[config.mk]
export PLATFORM = sky130hd
export DESIGN_NAME = stepper_command_frame_encoder_flat
export DESIGN_NICKNAME = d
export VERILOG_FILES = /design/src/sv/scfe_pkg.sv /design/src/sv/scfe_if.sv /design/src/sv/scfe_frame_build.sv /design/src/sv/scfe_serializer.sv /design/src/sv/scfe_check_out.sv /design/src/sv/stepper_command_frame_encoder.sv /design/src/flat_wrapper.sv
export SDC_FILE = /design/constraint.sdc
export NUM_CORES = 1
export LEC_CHECK = 0
export ABC_AREA = 0
export BUFFER_PORTS_ARGS = -buffer_cell sky130_fd_sc_hd__buf_2
export CELL_PAD_IN_SITES_DETAIL_PLACEMENT = 0
export CELL_PAD_IN_SITES_GLOBAL_PLACEMENT = 1
export CORE_ASPECT_RATIO = 1.25
export CORE_MARGIN = 1.5
export CORE_UTILIZATION = 47
export CTS_BUF_LIST = sky130_fd_sc_hd__clkbuf_2 sky130_fd_sc_hd__clkbuf_4 sky130_fd_sc_hd__clkbuf_8
export DETAILED_ROUTE_END_ITERATION = 12
export PLACE_DENSITY = 0.9
export SLEW_MARGIN = 20
export SYNTH_ARGS = -nofsm -noshare
export SYNTH_HDL_FRONTEND = slang
export SYNTH_SLANG_ARGS = --single-unit
[constraint.sdc]
create_clock -name i_clk -period 5.3 [get_ports i_clk]
set_input_delay 0.265 -clock i_clk [delete_from_list [all_inputs] [get_ports i_clk]]
set_output_delay 0.265 -clock i_clk [all_outputs]
set_load 0.01 [all_outputs]
[src/sv/scfe_pkg.sv]
// Shared types, codes and constants of the stepper command frame encoder.
package scfe_pkg;

    localparam int FRAME_MAX = 12;

    localparam logic [2:0] KIND_ENABLE    = 3'd0;
    localparam logic [2:0] KIND_VELOCITY  = 3'd1;
    localparam logic [2:0] KIND_POSITION  = 3'd2;
    localparam logic [2:0] KIND_STOP      = 3'd3;
    localparam logic [2:0] KIND_CALIBRATE = 3'd4;

    localparam logic [1:0] MODE_CONST = 2'd0;
    localparam logic [1:0] MODE_XOR   = 2'd1;
    localparam logic [1:0] MODE_CRC   = 2'd2;

    localparam logic [7:0] CHECK_CONST  = 8'h6B;
    localparam logic [7:0] CRC_POLY     = 8'h07;
    localparam logic [7:0] OP_ENABLE    = 8'hF3;
    localparam logic [7:0] SUB_ENABLE   = 8'hAB;
    localparam logic [7:0] OP_VELOCITY  = 8'hF6;
    localparam logic [7:0] OP_POSITION  = 8'hFD;
    localparam logic [7:0] OP_STOP      = 8'hFE;
    localparam logic [7:0] SUB_STOP     = 8'h98;
    localparam logic [7:0] OP_CALIBRATE = 8'h06;
    localparam logic [7:0] SUB_CALIB    = 8'h45;

    localparam logic [1:0] REG_CHECK_MODE = 2'd0;

    // bytes[0] is sent first
    typedef struct packed {
        logic [FRAME_MAX-1:0][7:0] bytes;
        logic [3:0]                len;
    } t_frame;

    typedef struct packed {
        logic [7:0] data;
        logic       chk;
    } t_tok;

endpackage

[src/sv/scfe_if.sv]
// Handshake channels: command items in, frame byte items out.
interface scfe_cmd_if;
    logic        valid;
    logic        ready;
    logic [2:0]  kind;
    logic [7:0]  motor_address;
    logic [7:0]  direction;
    logic [15:0] speed;
    logic [7:0]  acceleration;
    logic [31:0] pulse_count;
    logic [7:0]  position_mode;
    logic [7:0]  en_byte;
    logic [7:0]  sync_byte;

    modport source(output valid, kind, motor_address, direction, speed, acceleration,
                   pulse_count, position_mode, en_byte, sync_byte,
                   input ready);
    modport sink(input valid, kind, motor_address, direction, speed, acceleration,
                 pulse_count, position_mode, en_byte, sync_byte,
                 output ready);
endinterface

interface scfe_byte_if;
    logic       valid;
    logic       ready;
    logic [7:0] frame_byte;
    logic       last_byte;

    modport source(output valid, frame_byte, last_byte, input ready);
    modport sink(input valid, frame_byte, last_byte, output ready);
endinterface

[src/sv/scfe_frame_build.sv]
// Stage 1: assembles a command's frame bytes and length into a register.
module scfe_frame_build import scfe_pkg::*; (
    input  logic        i_clk,
    input  logic        i_rst_n,
    scfe_cmd_if.sink    i_cmd,
    input  logic        i_take,
    output logic        o_vld,
    output t_frame      o_frm
);
    logic   r_vld, n_vld;
    t_frame r_frm, n_frm;
    logic   w_known;

    assign i_cmd.ready = !r_vld || i_take;
    assign o_vld = r_vld;
    assign o_frm = r_frm;

    always_comb begin
        n_frm.bytes    = '0;
        n_frm.len      = 4'd0;
        n_frm.bytes[0] = i_cmd.motor_address;
        w_known        = 1'b1;
        case (i_cmd.kind)
            KIND_ENABLE: begin
                n_frm.bytes[1] = OP_ENABLE;
                n_frm.bytes[2] = SUB_ENABLE;
                n_frm.bytes[3] = i_cmd.en_byte;
                n_frm.bytes[4] = i_cmd.sync_byte;
                n_frm.len      = 4'd5;
            end
            KIND_VELOCITY: begin
                n_frm.bytes[1] = OP_VELOCITY;
                n_frm.bytes[2] = i_cmd.direction;
                n_frm.bytes[3] = i_cmd.speed[15:8];
                n_frm.bytes[4] = i_cmd.speed[7:0];
                n_frm.bytes[5] = i_cmd.acceleration;
                n_frm.bytes[6] = i_cmd.sync_byte;
                n_frm.len      = 4'd7;
            end
            KIND_POSITION: begin
                n_frm.bytes[1]  = OP_POSITION;
                n_frm.bytes[2]  = i_cmd.direction;
                n_frm.bytes[3]  = i_cmd.speed[15:8];
                n_frm.bytes[4]  = i_cmd.speed[7:0];
                n_frm.bytes[5]  = i_cmd.acceleration;
                n_frm.bytes[6]  = i_cmd.pulse_count[31:24];
                n_frm.bytes[7]  = i_cmd.pulse_count[23:16];
                n_frm.bytes[8]  = i_cmd.pulse_count[15:8];
                n_frm.bytes[9]  = i_cmd.pulse_count[7:0];
                n_frm.bytes[10] = i_cmd.position_mode;
                n_frm.bytes[11] = i_cmd.sync_byte;
                n_frm.len       = 4'd12;
            end
            KIND_STOP: begin
                n_frm.bytes[1] = OP_STOP;
                n_frm.bytes[2] = SUB_STOP;
                n_frm.bytes[3] = i_cmd.sync_byte;
                n_frm.len      = 4'd4;
            end
            KIND_CALIBRATE: begin
                n_frm.bytes[1] = OP_CALIBRATE;
                n_frm.bytes[2] = SUB_CALIB;
                n_frm.len      = 4'd3;
            end
            default: begin
                w_known = 1'b0;  // unused kind: item is dropped
            end
        endcase
    end

    always_comb begin
        n_vld = r_vld && !i_take;
        if (i_cmd.valid && i_cmd.ready) begin
            n_vld = w_known;
        end
    end

    always_ff @(posedge i_clk) begin
        if (!i_rst_n) begin
            r_vld <= 1'b0;
        end else begin
            r_vld <= n_vld;
        end
    end

    always_ff @(posedge i_clk) begin
        if (i_cmd.valid && i_cmd.ready) begin
            r_frm <= n_frm;
        end
    end
endmodule

[src/sv/scfe_serializer.sv]
// Stage 2: shifts a frame out one byte per cycle while the output stage takes it, then a check token.
module scfe_serializer import scfe_pkg::*; (
    input  logic   i_clk,
    input  logic   i_rst_n,
    input  logic   i_vld,
    input  t_frame i_frm,
    output logic   o_take,
    output logic   o_tok_vld,
    output t_tok   o_tok,
    input  logic   i_tok_rdy
);
    logic                      r_busy, n_busy;
    logic [FRAME_MAX-1:0][7:0] r_bytes, n_bytes;
    logic [3:0]                r_rem, n_rem;
    logic                      w_fire, w_done;

    assign w_fire    = r_busy && i_tok_rdy;
    assign w_done    = w_fire && (r_rem == 4'd0);
    assign o_take    = i_vld && (!r_busy || w_done);
    assign o_tok_vld = r_busy;
    assign o_tok     = '{data: r_bytes[0], chk: (r_rem == 4'd0)};

    always_comb begin
        n_busy  = r_busy;
        n_bytes = r_bytes;
        n_rem   = r_rem;
        if (w_fire) begin
            n_bytes = r_bytes >> 8;
            n_rem   = r_rem - 4'd1;
            if (w_done) begin
                n_busy = 1'b0;
            end
        end
        if (o_take) begin
            n_busy  = 1'b1;
            n_bytes = i_frm.bytes;
            n_rem   = i_frm.len;
        end
    end

    always_ff @(posedge i_clk) begin
        if (!i_rst_n) begin
            r_busy <= 1'b0;
        end else begin
            r_busy <= n_busy;
        end
    end

    always_ff @(posedge i_clk) begin
        r_bytes <= n_bytes;
        r_rem   <= n_rem;
    end
endmodule

[src/sv/scfe_check_out.sv]
// Stage 3: running XOR and CRC-8, check byte selection and output register.
module scfe_check_out import scfe_pkg::*; (
    input  logic        i_clk,
    input  logic        i_rst_n,
    input  logic [1:0]  i_mode,
    input  logic        i_tok_vld,
    input  t_tok        i_tok,
    output logic        o_tok_rdy,
    scfe_byte_if.source o_frame
);
    logic       r_ovld, n_ovld;
    logic [7:0] r_obyte, n_obyte;
    logic       r_olast, n_olast;
    logic [7:0] r_xor, n_xor;
    logic [7:0] r_crc, n_crc;
    logic [7:0] w_chk;
    logic       w_take;

    function automatic logic [7:0] crc8_step(input logic [7:0] crc, input logic [7:0] b);
        logic [7:0] c;
        c = crc ^ b;
        for (int k = 0; k < 8; k++) begin
            c = c[7] ? ((c << 1) ^ CRC_POLY) : (c << 1);
        end
        return c;
    endfunction

    assign o_tok_rdy          = !r_ovld || o_frame.ready;
    assign w_take             = i_tok_vld && o_tok_rdy;
    assign o_frame.valid      = r_ovld;
    assign o_frame.frame_byte = r_obyte;
    assign o_frame.last_byte  = r_olast;

    always_comb begin
        case (i_mode)
            MODE_XOR: w_chk = r_xor;
            MODE_CRC: w_chk = r_crc;
            default:  w_chk = CHECK_CONST;
        endcase
    end

    always_comb begin
        n_ovld  = r_ovld && !o_frame.ready;
        n_obyte = r_obyte;
        n_olast = r_olast;
        n_xor   = r_xor;
        n_crc   = r_crc;
        if (w_take) begin
            n_ovld = 1'b1;
            if (i_tok.chk) begin
                n_obyte = w_chk;
                n_olast = 1'b1;
                n_xor   = 8'h00;
                n_crc   = 8'h00;
            end else begin
                n_obyte = i_tok.data;
                n_olast = 1'b0;
                n_xor   = r_xor ^ i_tok.data;
                n_crc   = crc8_step(r_crc, i_tok.data);
            end
        end
    end

    always_ff @(posedge i_clk) begin
        if (!i_rst_n) begin
            r_ovld <= 1'b0;
            r_xor  <= 8'h00;
            r_crc  <= 8'h00;
        end else begin
            r_ovld <= n_ovld;
            r_xor  <= n_xor;
            r_crc  <= n_crc;
        end
    end

    always_ff @(posedge i_clk) begin
        r_obyte <= n_obyte;
        r_olast <= n_olast;
    end
endmodule

[src/sv/stepper_command_frame_encoder.sv]
// Top level of the stepper command frame encoder: stages and register port.
// Usage:
//   i_cmd takes one motor command item per valid/ready handshake. The block
//   emits the command's frame on o_frame, one byte item per handshake, in
//   send order, with last_byte set on the trailing check byte.
//   Frames carry 3 to 12 frame bytes plus the check byte, 4 to 13 items.
//   check_mode (APB, byte address 0): 0 or 3 constant 0x6B, 1 XOR of the
//   frame bytes, 2 CRC-8 poly 0x07, init 0. Write it only while idle.
//   A command of an unused kind is accepted and emits nothing.
// Timing:
//   Three register stages: frame build, byte shifter, check/output register.
//   A command passes the frame register, then the shifter, then the output
//   register. The shifter sends one byte per cycle while the output stage
//   can take it; the next command is taken while the current frame drains,
//   and frames follow one another with no gap.
// Reset: synchronous, active low; clears the stages and sets check_mode to 0.
// Stall: when o_frame.ready is low every stage holds; bytes are never lost
//   or repeated, and i_cmd.ready drops once the stages are full.
module stepper_command_frame_encoder import scfe_pkg::*; (
    input  logic        i_clk,
    input  logic        i_rst_n,
    scfe_cmd_if.sink    i_cmd,
    scfe_byte_if.source o_frame,
    input  logic        psel,
    input  logic        penable,
    input  logic        pwrite,
    input  logic [2:0]  paddr,
    input  logic [31:0] pwdata,
    output logic [31:0] prdata,
    output logic        pready
);
    logic [1:0] r_mode;
    logic       w_frm_vld, w_frm_take;
    t_frame     w_frm;
    logic       w_tok_vld, w_tok_rdy;
    t_tok       w_tok;
    logic       w_sel0;

    assign pready = 1'b1;
    assign w_sel0 = ({1'b0, paddr[2]} == REG_CHECK_MODE);
    assign prdata = w_sel0 ? {30'd0, r_mode} : 32'd0;

    always_ff @(posedge i_clk) begin
        if (!i_rst_n) begin
            r_mode <= MODE_CONST;
        end else if (psel && penable && pwrite && pready && w_sel0) begin
            r_mode <= pwdata[1:0];
        end
    end

    scfe_frame_build u_build (
        .i_clk   (i_clk),
        .i_rst_n (i_rst_n),
        .i_cmd   (i_cmd),
        .i_take  (w_frm_take),
        .o_vld   (w_frm_vld),
        .o_frm   (w_frm)
    );

    scfe_serializer u_ser (
        .i_clk     (i_clk),
        .i_rst_n   (i_rst_n),
        .i_vld     (w_frm_vld),
        .i_frm     (w_frm),
        .o_take    (w_frm_take),
        .o_tok_vld (w_tok_vld),
        .o_tok     (w_tok),
        .i_tok_rdy (w_tok_rdy)
    );

    scfe_check_out u_out (
        .i_clk     (i_clk),
        .i_rst_n   (i_rst_n),
        .i_mode    (r_mode),
        .i_tok_vld (w_tok_vld),
        .i_tok     (w_tok),
        .o_tok_rdy (w_tok_rdy),
        .o_frame   (o_frame)
    );
endmodule

[src/flat_wrapper.sv]
// flat-port wrapper written by rule: the top's interface ports become plain ports
module stepper_command_frame_encoder_flat import scfe_pkg::*;
  (i_clk, i_rst_n, psel, penable, pwrite, paddr, pwdata, prdata, pready, i_cmd_valid, i_cmd_kind, i_cmd_motor_address, i_cmd_direction, i_cmd_speed, i_cmd_acceleration, i_cmd_pulse_count, i_cmd_position_mode, i_cmd_en_byte, i_cmd_sync_byte, i_cmd_ready, o_frame_valid, o_frame_frame_byte, o_frame_last_byte, o_frame_ready);
  scfe_cmd_if i_cmd_i ();
  scfe_byte_if o_frame_i ();
  input  logic i_clk;
  input  logic i_rst_n;
  input  logic psel;
  input  logic penable;
  input  logic pwrite;
  input  logic [2:0] paddr;
  input  logic [31:0] pwdata;
  output logic [31:0] prdata;
  output logic pready;
  input wire logic [$bits(i_cmd_i.valid)-1:0] i_cmd_valid;
  input wire logic [$bits(i_cmd_i.kind)-1:0] i_cmd_kind;
  input wire logic [$bits(i_cmd_i.motor_address)-1:0] i_cmd_motor_address;
  input wire logic [$bits(i_cmd_i.direction)-1:0] i_cmd_direction;
  input wire logic [$bits(i_cmd_i.speed)-1:0] i_cmd_speed;
  input wire logic [$bits(i_cmd_i.acceleration)-1:0] i_cmd_acceleration;
  input wire logic [$bits(i_cmd_i.pulse_count)-1:0] i_cmd_pulse_count;
  input wire logic [$bits(i_cmd_i.position_mode)-1:0] i_cmd_position_mode;
  input wire logic [$bits(i_cmd_i.en_byte)-1:0] i_cmd_en_byte;
  input wire logic [$bits(i_cmd_i.sync_byte)-1:0] i_cmd_sync_byte;
  output wire logic [$bits(i_cmd_i.ready)-1:0] i_cmd_ready;
  output wire logic [$bits(o_frame_i.valid)-1:0] o_frame_valid;
  output wire logic [$bits(o_frame_i.frame_byte)-1:0] o_frame_frame_byte;
  output wire logic [$bits(o_frame_i.last_byte)-1:0] o_frame_last_byte;
  input wire logic [$bits(o_frame_i.ready)-1:0] o_frame_ready;
  assign i_cmd_i.valid = i_cmd_valid;
  assign i_cmd_i.kind = i_cmd_kind;
  assign i_cmd_i.motor_address = i_cmd_motor_address;
  assign i_cmd_i.direction = i_cmd_direction;
  assign i_cmd_i.speed = i_cmd_speed;
  assign i_cmd_i.acceleration = i_cmd_acceleration;
  assign i_cmd_i.pulse_count = i_cmd_pulse_count;
  assign i_cmd_i.position_mode = i_cmd_position_mode;
  assign i_cmd_i.en_byte = i_cmd_en_byte;
  assign i_cmd_i.sync_byte = i_cmd_sync_byte;
  assign i_cmd_ready = i_cmd_i.ready;
  assign o_frame_valid = o_frame_i.valid;
  assign o_frame_frame_byte = o_frame_i.frame_byte;
  assign o_frame_last_byte = o_frame_i.last_byte;
  assign o_frame_i.ready = o_frame_ready;
  stepper_command_frame_encoder u_core (.i_clk(i_clk), .i_rst_n(i_rst_n), .i_cmd(i_cmd_i), .o_frame(o_frame_i), .psel(psel), .penable(penable), .pwrite(pwrite), .paddr(paddr), .pwdata(pwdata), .prdata(prdata), .pready(pready));
endmodule
==> summary.txt, run 1 <==
Pwr
  – Sequential power share: 53.3%
  – Switching power: 0.9737 mW
  – Total power: a little over 4 mW
  – PwrDens: approximately 350 nW/um^2
  – Switching Fraction: 23.68%
  – Clock power share: between 30% and 40%
  – Comb pwr share: between 10% and 20%
  – P_int: about 3.1 mW
  – Leak pwr: about 4.8 nW
  – Worst VDD drop: between 0.15 and 0.2 mV

GRT
  – Initial antenna violation count: 0
  – Grt total ovfl: 0
  – Via count of the first global-routing pass: between 5k and 6k
  – First-pass GRT wire length: between 20 and 30 mm
  – Largest net degree at the start of global routing: 85
  – Gr usage total: 17.27%

Setup path
  – Critical Path Start Type: flop
  – CP delay by family, top: simple AND/OR/NAND/NOR gates
  – Critical R2R Capture: u_core.u_ser.r_bytes[87]$_DFFE_PP_
  – Crit-path max cell delay: between 0.7 and 0.8 ns
  – Reg2reg setup slack: between 1.5 and 2 ns
  – Worst Path Max Fanout: between 50 and 60
  – Cell mode on critical path: nand2_4
  – WP data required: around 5.5 ns
  – CP Cell Sequence: inv_1 > ha_1 > or3b_1 > o21ai_4 > nand2_4 > nand2_4 > buf_12
  – FF-to-FF path depth: 7
  – CP Buf/Inv Count: 2
  – Levels on crit path: 7
  – Slowest library cell on the worst path: nand2_4
  – Setup Crit Path Kind: reg -> reg
  – R2R Path Start: u_core.u_ser.r_rem[0]$_DFFE_PP_
  – Crit end category: flop
  – CP Data Arrival Time: ~4 ns

Die
  – Core Box Area: 20970 sq um
  – I/O Pins: around 190
  – Initial Util: 48.36%
  – Row cnt: between 50 and 60
  – Die ar.: 22470 sq um
  – Chip width: 134.4 microns
  – Die Height: 167.2 microns

STA
  – Pins over their slew limit: 0
  – Final period utilization: between 60 and 70%
  – Fin. Hold Viols: 0
  – Final TNS setup: 0 ns
  – RSZ-0062 raised after global routing: false
  – Slew HR: 29.10%
  – Least-Margin Pin Slew: ~1.1 ns
  – Tmin final: approximately 3.7 ns
  – Worst hold slack: ~0.029 ns
  – Fmax: about 270 MHz
  – Final Skew: around 0.032 ns
  – Setup Viol. Count Final: 0

Layout
  – # diodes: 0
  – Fill cell count: ~1.7k
  – Share of cells above drive strength 1: 32.98%
  – P&R area growth vs syn: 14.87%
  – Multi-input gate area: 3199 sq um
  – Finished Core Util: 55.56%
  – Fin nets: 970
  – FF/Latch Area: about 6600 sq um

Routing
  – Iteration-0 DRC Markers: between 400 and 500
  – Routed Antenna Nets: 0
  – Drt via density: approximately 5.2
  – DRT Wirelength: between 15 and 20 mm
  – Met3 wire length: roughly 1.2 mm
  – Top sig layer: met4
  – Met2 WL: between 9 and 10 mm
  – Drt drc: 0
  – Routed wire per std cell: about 17 microns
  – Via count: slightly below 6k
  – Wire length on met1: between 8 and 9 mm
  – TritonRoute pass-1 iters: 5

Min path
  – Type of the worst min-delay path: in -> reg
  – Cell count of the worst hold path: 2
  – Hold path startpoint: i_cmd_pulse_count[11]
  – Hold EP: u_core.u_build.o_frm[71]$_SDFFCE_PP0P_

Synth
  – Synthesis-stage register bit count: about 230
  – Number of synthesized flops with an enable pin: 205
  – Synth top area cells: edfxtp_1 61%, mux2_4 5.8%, mux2_2 5.1%
  – Sequential fraction of the synthesis area: between 60% and 70%
  – Syn_area_per_cell: about 15 sq um
  – Most frequent cell after synthesis: edfxtp_1
  – Share of Yosys cell area claimed by the top area cell type: 60.71%
  – Cell variety after synth: between 40 and 50
  – Ys flop type: edfxtp_1
  – Syn Std Cell Area: approximately 10000 sq um
  – Post-synth ARST share: 0%
  – Post-synth top area cell: edfxtp_1
  – Yosys Warn Count: 0
  – Leading cell types by count after synthesis: 205 x edfxtp_1, 56 x and3_1, 54 x nor2_1, 46 x mux2_2, 39 x mux2_4
  – Cell count after synthesis: between 600 and 700

Clocking
  – CTS clock-pin slew for the worst setup and hold paths: 0.06 ns
  – Post-cts resize count: 0
  – CTS root buffer: clkbuf_8
  – CTS tree: done
  – TritonCTS buffer count: 36
  – Clock sink count: between 200 and 250
  – H-tree Lvls: 2
  – Worst skew pair latency: approximately 0.54 ns
  – Clock Path Buffers: 3

Placement
  – Final HPWL DP: between 10 and 15 mm
  – Port Buffers: between 100 and 150
  – Gp weighted congestion: 0.7812

Status
  – Status: completed

Flow run
  – Max Cap Viol: 0
[area by class of cell]
class / instances / share of cell area [%]
inverter: 13 / 0.4190
timing repair buffer: 139 / 6.789
tap: 274 / 2.943
multi-input combinational: 409 / 27.47
sequential: 226 / 56.46
clock buffer: 52 / 5.285
clock inverter: 13 / 0.6338
[power by group through the flow]
| stage | Sequential [mW] | Combinational (mW) | Clock [mW] |
|---|---|---|---|
| floorplan | 2.21 | 0.393 | 0 |
| global placement | 2.22 | 0.492 | 0 |
| detailed placement | 2.23 | 0.504 | 0 |
| CTS | 2.19 | 0.512 | 1.44 |
| global route | 2.20 | 0.556 | 1.52 |
| finish | 2.19 | 0.511 | 1.41 |
[registers in the layout, summed over array words and instances (netlist names)]
register	flops
u_core.u_ser.r_rem	4
u_core.u_build.o_vld	1
u_core.u_build.o_frm	96
u_core.u_ser.r_bytes	88
u_core.u_out.o_frame.valid	1
u_core.u_out.o_frame.last_byte	1
u_core.u_ser.o_tok_vld	1
u_core.u_out.o_frame.frame_byte	8
u_core.r_mode	2
u_core.u_out.r_xor	8
u_core.u_out.r_crc	8
u_core.u_ser.o_tok	8
[layout by cell type (no fill, tap or decap), drive strengths merged, types with 4 or more instances in the layout]
cell and count:
a211oi 19, a21oi 25, a22oi 23, a31oi 5, and3 56, buf 129
clkbuf 52, clkinv 11, conb 31, dfxtp 21, dlygate4sd3 10, edfxtp 205
ha 4, inv 13, mux2 85, mux2i 13, nand2 15, nand3 9
nor2 54, nor2b 11, o21ai 13, or3 5, xnor2 10, xnor3 8
[worst max path at each step]
stage | start | endpoint | slack, ns
after floorplan | u_core.u_ser.r_rem[0]$_DFFE_PP_ | u_core.u_build.o_frm[0]$_DFFE_PP_ | 1.04
after global placement | u_core.u_ser.r_rem[0]$_DFFE_PP_ | u_core.u_ser.r_bytes[83]$_DFFE_PP_ | 1.61
after detailed placement | u_core.u_ser.r_rem[0]$_DFFE_PP_ | u_core.u_ser.r_bytes[91]$_SDFFCE_PN0P_ | 1.57
after CTS | u_core.u_ser.r_rem[0]$_DFFE_PP_ | u_core.u_ser.r_bytes[70]$_DFFE_PP_ | 1.55
after global routing | u_core.u_ser.r_rem[0]$_DFFE_PP_ | u_core.u_ser.r_bytes[69]$_DFFE_PP_ | 1.34
final | u_core.u_ser.r_rem[0]$_DFFE_PP_ | u_core.u_ser.r_bytes[87]$_DFFE_PP_ | 1.60
[metal layers]
metal | GRT usage [%] | up-vias
met3 | 2.997 | 34
met5 | 0 | -
met2 | 29.12 | 208
met1 | 22.54 | 2842
li1 | - | 2808
met4 | 5.984 | 0
[through the flow]
| step | cells | worst slack [ns] | cell area [sq um] |
|---|---|---|---|
| 2_1_floorplan | 722 | 1.036 | 10250 |
| 4_1_cts | 1125 | 1.553 | 11630 |
| 5_1_grt | 1126 | 1.338 | 11650 |
| 3_3_place_gp | 1050 | 1.613 | 10840 |
| 3_5_place_dp | 1050 | 1.566 | 10840 |
| 6_report | 1126 | 1.601 | 11650 |
[what timing repair did]
item | CTS | global route
hold buffers | 10 | 0
endpoints found under the hold margin | 10 | 0
setup buffers | 0 | 0
setup endpoints to repair | 0 | 0
[worst register-to-register path: stages (launching register included)]
cell and delay, ns:
edfxtp_1 0.40, inv_1 0.10, ha_1 0.14, or3b_1 0.60
o21ai_4 0.48, nand2_4 0.52, nand2_4 0.73, buf_12 0.38
[kinds of logic after synthesis]
| family | synth area share (%) |
|---|---|
| buffers and inverters | 4.837 |
| DFF | 64.86 |
| other | 0.07407 |
| muxes | 12.17 |
| xor gates and xnor gates | 3.270 |
| adders and majority gates | 0.4936 |
| AOI/OAI and AO/OA | 5.973 |
| and+or+nand+nor | 8.329 |
(Power assumes the default switching activity.)
==> run 2: changes to the inputs <==
CORE_UTILIZATION = 43   (was 47)
PLACE_DENSITY = 0.87   (was 0.9)
clock period = 3.4 ns   (was 5.3 ns; I/O delays follow)
==> summary.txt, run 2 (synthesized netlist as in run 1, its figures left out) <==
STA
  – Least-Margin Pin Slew: 0.7354 ns
  – Slew HR: around half
  – Fmax: around 400 MHz
  – Tmin final: between 2 and 3 ns
  – Final Skew: around 0.028 ns
  – RSZ-0062 raised after global routing: false
  – Setup Viol. Count Final: 0
  – Fin. Hold Viols: 0
  – Final period utilization: 74.26%
  – Worst hold slack: between 0.02 and 0.025 ns
  – Final TNS setup: 0 ns
  – Pins over their slew limit: 0

Routing
  – Wire length on met1: about 8.5 mm
  – Iteration-0 DRC Markers: 460
  – Drt via density: about 5
  – Met3 wire length: ~1.2 mm
  – Top sig layer: met4
  – Drt drc: 0
  – TritonRoute pass-1 iters: 5
  – Via count: approximately 6.2k
  – Met2 WL: ~11 mm
  – Routed Antenna Nets: 0
  – DRT Wirelength: 21.01 mm
  – Routed wire per std cell: between 15 and 20 microns

Die
  – Chip width: 140.4 microns
  – Die Height: about 170 microns
  – Initial Util: between 40% and 50%
  – Row cnt: 62
  – I/O Pins: ~190
  – Core Box Area: around 23000 sq um
  – Die ar.: 24520 sq um

Clocking
  – CTS root buffer: clkbuf_8
  – Clock Path Buffers: 3
  – Worst skew pair latency: about 0.54 ns
  – TritonCTS buffer count: 38
  – CTS clock-pin slew for the worst setup and hold paths: 0.06 ns
  – H-tree Lvls: 2
  – Clock sink count: 226
  – Post-CTS Setup Bufs: 0
  – CTS tree: done
  – Post-cts resize count: 0

GRT
  – First-pass GRT wire length: around 33 mm
  – Gr usage total: roughly 17%
  – Via count of the first global-routing pass: between 6k and 7k
  – Grt total ovfl: 0
  – Initial antenna violation count: 0
  – Largest net degree at the start of global routing: 53

Placement
  – Gp weighted congestion: slightly below 0.8
  – Final HPWL DP: 13.06 mm
  – Post-DP Area: about 11000 sq um
  – Port Buffers: around 120

Setup path
  – CP Cell Sequence: inv_1 > ha_1 > or3b_1 > buf_4 > inv_1 > a21oi_1 > nand2_1 > and2_4 > buf_12
  – Slowest library cell on the worst path: edfxtp_1
  – WP data required: ~3.6 ns
  – Worst Path Max Fanout: 52
  – Critical R2R Capture: u_core.u_build.o_frm[66]$_SDFFCE_PP0P_
  – Cell mode on critical path: inv_1
  – FF-to-FF path depth: 9
  – Reg2reg setup slack: between 0.8 and 0.9 ns
  – Critical Path Start Type: flop
  – R2R Path Start: u_core.u_ser.r_rem[0]$_DFFE_PP_
  – CP Data Arrival Time: between 2 and 3 ns
  – Crit-path max cell delay: between 0.4 and 0.5 ns
  – Crit end category: flop
  – Setup Crit Path Kind: reg -> reg

Pwr
  – PwrDens: 549.3 nW/um^2
  – Worst VDD drop: a little over 0.4 mV
  – Total power: between 6 and 7 mW
  – Leak pwr: just over 5 nW

Layout
  – # diodes: 0
  – Fin nets: around 1.0k
  – Fill cell count: 1791
  – Highest-count cells in the layout ignoring fill and taps: 205 x edfxtp_1, 121 x buf_2, 71 x dlygate4sd3_1
  – Fin area: between 10000 and 15000 sq um
  – Most common cell after layout, fill and taps aside: edfxtp_1
  – Share of cells above drive strength 1: a little under a third
  – P&R area growth vs syn: 23.27%
  – Max reg flops: 96
  – Finished Core Util: between 50% and 60%

Min path
  – Hold path startpoint: i_cmd_acceleration[6]
  – Type of the worst min-delay path: in -> reg
  – Cell count of the worst hold path: 2
  – Hold EP: u_core.u_build.o_frm[50]$_DFFE_PP_

Flow run
  – Max Cap Viol: 0

Status
  – Status: completed
-- run 2: critical path, delay by kind of cell (launching register included) --
| family | cells | cell delay (ns) |
|---|---|---|
| adder cells (fa/ha/maj) | 1 | 0.13 |
| buffers and inverters | 4 | 0.71 |
| AO/OA/AOI/OAI | 1 | 0.08 |
| flip-flops | 1 | 0.41 |
| AND/OR/NAND/NOR | 3 | 0.84 |
-- run 2: timing repair --
item,CTS,global route
endpoints found under the setup margin,0,0
hold buffers,70,1
endpoints found under the hold margin,70,1
-- run 2: layout make-up --
type / count / area [sq um] / share of cell area [%]
well taps: 288 / 360.3 / 2.883
clock buffers: 42 / 553.0 / 4.424
multi-input cells: 409 / 3199 / 25.60
repair buffers: 210 / 1501 / 12.01
flip-flops and latches: 226 / 6576 / 52.61
clock inverters: 26 / 260.3 / 2.082
inverters: 13 / 48.80 / 0.3904
-- run 2: layer usage --
metal / vias up / GRT usage, %
li1: 2952 / -
met1: 2948 / 21.53
met2: 260 / 29.52
met3: 37 / 3.371
met4: 0 / 6.447
met5: - / 0
-- run 2: stage by stage --
step	instances	setup slack, ns
after floorplan	722	0.1794
after global placement	1075	0.9338
after detailed placement	1075	0.8779
after CTS	1213	0.8549
after global routing	1214	0.6910
final	1214	0.8751
-- run 2: report_power, final --
part	switching (mW)	internal (mW)	total, mW
registers	0.102	3.31	3.41
clock network	1.09	1.49	2.57
logic	0.412	0.467	0.879
-- run 2: how the worst max path moves through the flow --
| stage | start | endpoint | slack (ns) | depth (start not counted) |
|---|---|---|---|---|
| global placement | u_core.u_ser.r_rem[0]$_DFFE_PP_ | u_core.u_build.o_frm[88]$_SDFFCE_PP0P_ | 0.93 | 9 |
| finish | u_core.u_ser.r_rem[0]$_DFFE_PP_ | u_core.u_build.o_frm[66]$_SDFFCE_PP0P_ | 0.88 | 9 |
| detailed placement | u_core.u_ser.r_rem[0]$_DFFE_PP_ | u_core.u_build.o_frm[87]$_SDFFCE_PP0P_ | 0.88 | 9 |
| global route | u_core.u_ser.r_rem[0]$_DFFE_PP_ | u_core.u_build.o_frm[66]$_SDFFCE_PP0P_ | 0.69 | 9 |
| floorplan | u_core.u_ser.r_rem[0]$_DFFE_PP_ | u_core.u_ser.o_tok[1]$_DFFE_PP_ | 0.18 | 9 |
| CTS | u_core.u_ser.r_rem[0]$_DFFE_PP_ | u_core.u_build.o_frm[66]$_SDFFCE_PP0P_ | 0.85 | 9 |
